**src/rtl/kbt_pkg.sv**
```systemverilog
// Shared types and codes for the key binding table.
package kbt_pkg;

   // One table entry: key code and bound function id.
   typedef struct packed {
      logic [15:0] key;
      logic [7:0]  func;
   } entry_type;

   // Broadcast control from the sequencer to every cell.
   typedef struct packed {
      logic shift;
      logic write;
   } cell_ctl_type;

   localparam logic [1:0] KIND_LOOKUP = 2'd0;
   localparam logic [1:0] KIND_BIND   = 2'd1;
   localparam logic [1:0] KIND_UNBIND = 2'd2;

   localparam logic [1:0] STATUS_OK      = 2'd0;
   localparam logic [1:0] STATUS_NO_FUNC = 2'd1;
   localparam logic [1:0] STATUS_FULL    = 2'd2;
   localparam logic [1:0] STATUS_UNBOUND = 2'd3;

   localparam logic [7:0] FUNC_NONE   = 8'd0;
   localparam logic [7:0] FUNC_META   = 8'd1;
   localparam logic [7:0] FUNC_CTLX   = 8'd2;
   localparam logic [7:0] FUNC_REPEAT = 8'd3;
   localparam logic [7:0] FUNC_ABORT  = 8'd4;

endpackage

```
**src/rtl/kbt_cell.sv**
```systemverilog
// One storage cell of the entry chain.
module kbt_cell #(
   parameter int POS_W = 9,
   parameter int INDEX = 0
) (
   input  logic                  clock,
   input  kbt_pkg::cell_ctl_type ctl,
   input  logic [POS_W-1:0]      wr_pos,
   input  kbt_pkg::entry_type    wr_data,
   input  kbt_pkg::entry_type    nbr_data,
   output kbt_pkg::entry_type    data
);

   kbt_pkg::entry_type data_ff;
   kbt_pkg::entry_type data_in;
   logic               hit;

   // Write targets this cell when the broadcast position matches
   assign hit = ctl.write && (wr_pos == POS_W'(INDEX));

   always_comb begin
      data_in = data_ff;
      if (hit) begin
         data_in = wr_data;
      end else if (ctl.shift) begin
         data_in = nbr_data;
      end
   end

   always_ff @(posedge clock) begin
      data_ff <= data_in;
   end

   assign data = data_ff;

endmodule

```
**config.mk**
```make
export PLATFORM = sky130hd
export DESIGN_NAME = kbt_cell
export DESIGN_NICKNAME = d
export VERILOG_FILES = /design/src/rtl/kbt_pkg.sv /design/src/rtl/kbt_cell.sv
export SDC_FILE = /design/constraint.sdc
export NUM_CORES = 1
export LEC_CHECK = 0
export CORE_MARGIN = 2
export CORE_UTILIZATION = 51
export DETAILED_ROUTE_END_ITERATION = 8
export DONT_BUFFER_PORTS = 1
export PLACE_DENSITY_LB_ADDON = 0.15
export SETUP_SLACK_MARGIN = 0.1
export SLEW_MARGIN = 20
export SYNTH_ARGS = -nofsm -noshare
export SYNTH_HDL_FRONTEND = slang
export SYNTH_SLANG_ARGS = --single-unit
```
**constraint.sdc**
```tcl
create_clock -name clock -period 2.9 [get_ports clock]
set_input_delay 0.725 -clock clock [delete_from_list [all_inputs] [get_ports clock]]
set_output_delay 0.725 -clock clock [all_outputs]
set_load 0.01 [all_outputs]
```
==> impl_metrics.yaml <==
clock_network:
  cts_hold_buf: 0
  path_clk_slew_ps: 110
  post-cts-setup-buffer-count: 0
  htreeDepth: 1
  tritoncts: "built"
  ctsResizeCount: 0
  clock-root-buffer: "clkbuf_4"
  clock_path_buffers: 2
  cts_buffers: 3
  cts.sinks: 24
pwr:
  swShare_pct: 19.61
  p_clk_share_pct: 21.8
  switchingPower_uw: 118.4
  power_density_nw_per_um2: 510.6
  power_leakage_nw: 0.4962
  p_seq_share_pct: 72.4
  p_comb_share_pct: 5.7
  ir_worst_vdd_uv: 242.3
  power.internal_uw: 485.4
drt:
  drtIter0Drc: 5
  dr.pass1.iters: 3
  wl_per_cell_um: 21.27
  vias_per_cell: 6.012
  antenna_left: 0
  route.detailed.drc: 0
  wl_um: 1829
  vias: 517
cells_and_area:
  mostFrequentLayoutCells: "edfxtp_1 (24), mux2_4 (19), mux2_2 (5)"
  diodes: 0
  fin_nets: 121
  layout_commonest_cell: "edfxtp_1"
  seq_area_um2: 720.7
  n_fill_cell: 149
  design_area_um2: 1182
  final_core_util_pct: 58.48
  area_growth_pct: 5.704
  drive_gt1_share_pct: 54.24
  multi_input_area_um2: 375.4
  largest_reg_flops: 24
  fin_cells: 86
die:
  die-height_um: 50.83
  die-area_um2: 2584
  io-pin-count: 84
  initial_utilization_pct: 55.32
  coreArea_um2: 2022
  fp.dieW_um: 50.83
  fp-row-count: 16
synth:
  synth_top_family_by_area: "multiplexers"
  syn_nets: 114
  synth-simple-area-share_pct: 3.020
  synth_seq_area_share_pct: 64.43
  ys_ff_latch: 24
  ys_types: 7
  syn_inst: 54
  synth_area_um2: 1119
  synthAdderAreaFrac_pct: 0
  synth_mux_area_share_pct: 30.54
  synth_xor_area_share_pct: 0
  yosysWarnings: 0
  synth_compound_area_share_pct: 0
  syn_area_per_cell_um2: 20.71
timing:
  fmax_ghz: 0.5622
  fin_crit_sh_pct: 61.33
  slew_violations: 0
  relSlewSlack_pct: 78.02
  fin_crit_ps: 1779
  finalHoldViolCount: 0
  rsz0062_at_grt: "false"
  finalWorstSetupSlack_ps: 1121
  setup_violations: 0
  setup_tns_ps: 0
  tightest_slew_ps: 326.7
critical_path:
  endpoint_kind: "register"
  required_ps: 2900
  crit_fanout: 15
  crit_path_start_kind: "primary input"
  worstPathArrival_ps: 1780
  worstSetupPathType: "primary input to register"
global_route:
  grt_max_degree: 16
  grt_overflow: 0
  antenna_found_initial: 0
  grt_pass1_wl_um: 2718
  grtUsageTotal_pct: 14.61
  grt_pass1_vias: 561
flow_run:
  maxCapViolations: 0
min_path:
  min_path_cells: 1
  hp-class: "primary input to register"
placement:
  port_buffers: 0
  post-dp-hpwl_um: 1573
  place_ws_ps: 798.5
  place_area_um2: 1160
  dp.cells: 83
  gp_congestion: 0.7356
run_status:
  outcome: "finished clean"
-- cells by family (layout without fill, tap and decap cells) --
| logic type | count (synthesis) | after routing |
|---|---|---|
| buffers and inverters | 2 | 7 |
| flip-flops | 24 | 24 |
| multiplexers | 24 | 24 |
| AND/OR/NAND/NOR | 4 | 4 |
-- layer usage --
| layer | part of all wire (%) | track usage [%] |
|---|---|---|
| met3 | 9.3 | 5.556 |
| met1 | 35 | 14.83 |
| met2 | 53 | 26.32 |
| met4 | 2.5 | 6.757 |
| met5 | 0 | 0 |
-- synth_stat cells --
master,count,area (µm²)
mux2_4,19,285.3
nor4_1,2,12.51
nand4b_2,1,15.01
buf_6,2,22.52
nand2b_1,1,6.260
mux2_2,5,56.30
edfxtp_1,24,720.7
-- power by group through the flow --
stage | clock (mW) | sequential [mW] | combinational (mW)
after detailed placement | 0 | 0.446 | 0.0348
after CTS | 0.136 | 0.438 | 0.0349
final | 0.132 | 0.437 | 0.0346
after floorplan | 0 | 0.442 | 0.0291
after global routing | 0.153 | 0.440 | 0.0379
after global placement | 0 | 0.446 | 0.0332
-- area by class of cell --
class | instances | share of cell area, %
clock buffers | 3 | 1.905
multi-input cells | 28 | 31.75
flip-flops and latches | 24 | 60.95
well taps | 27 | 2.857
repair buffers | 4 | 2.540
-- worst paths after layout --
| path | slack (ps) | start | endpoint |
|---|---|---|---|
| max | 1120 | wr_pos[1] | data[11]$_DFFE_PP_ |
| min | 640 | nbr_data[16] | data[16]$_DFFE_PP_ |
-- through the flow --
step	total power [mW]	hold slack (ps)
5_1_grt	0.6311	613.8
4_1_cts	0.6092	628.5
6_report	0.6038	638.3
3_5_place_dp	0.4811	944.7
3_3_place_gp	0.4788	942.9
2_1_floorplan	0.4715	942.5
-- critical path, stage by stage --
cell	delay, ps
nor4_1	330
nand4b_2	150
buf_4	230
nand2b_1	110
buf_4	220
Power figures use the tool's default switching activity.
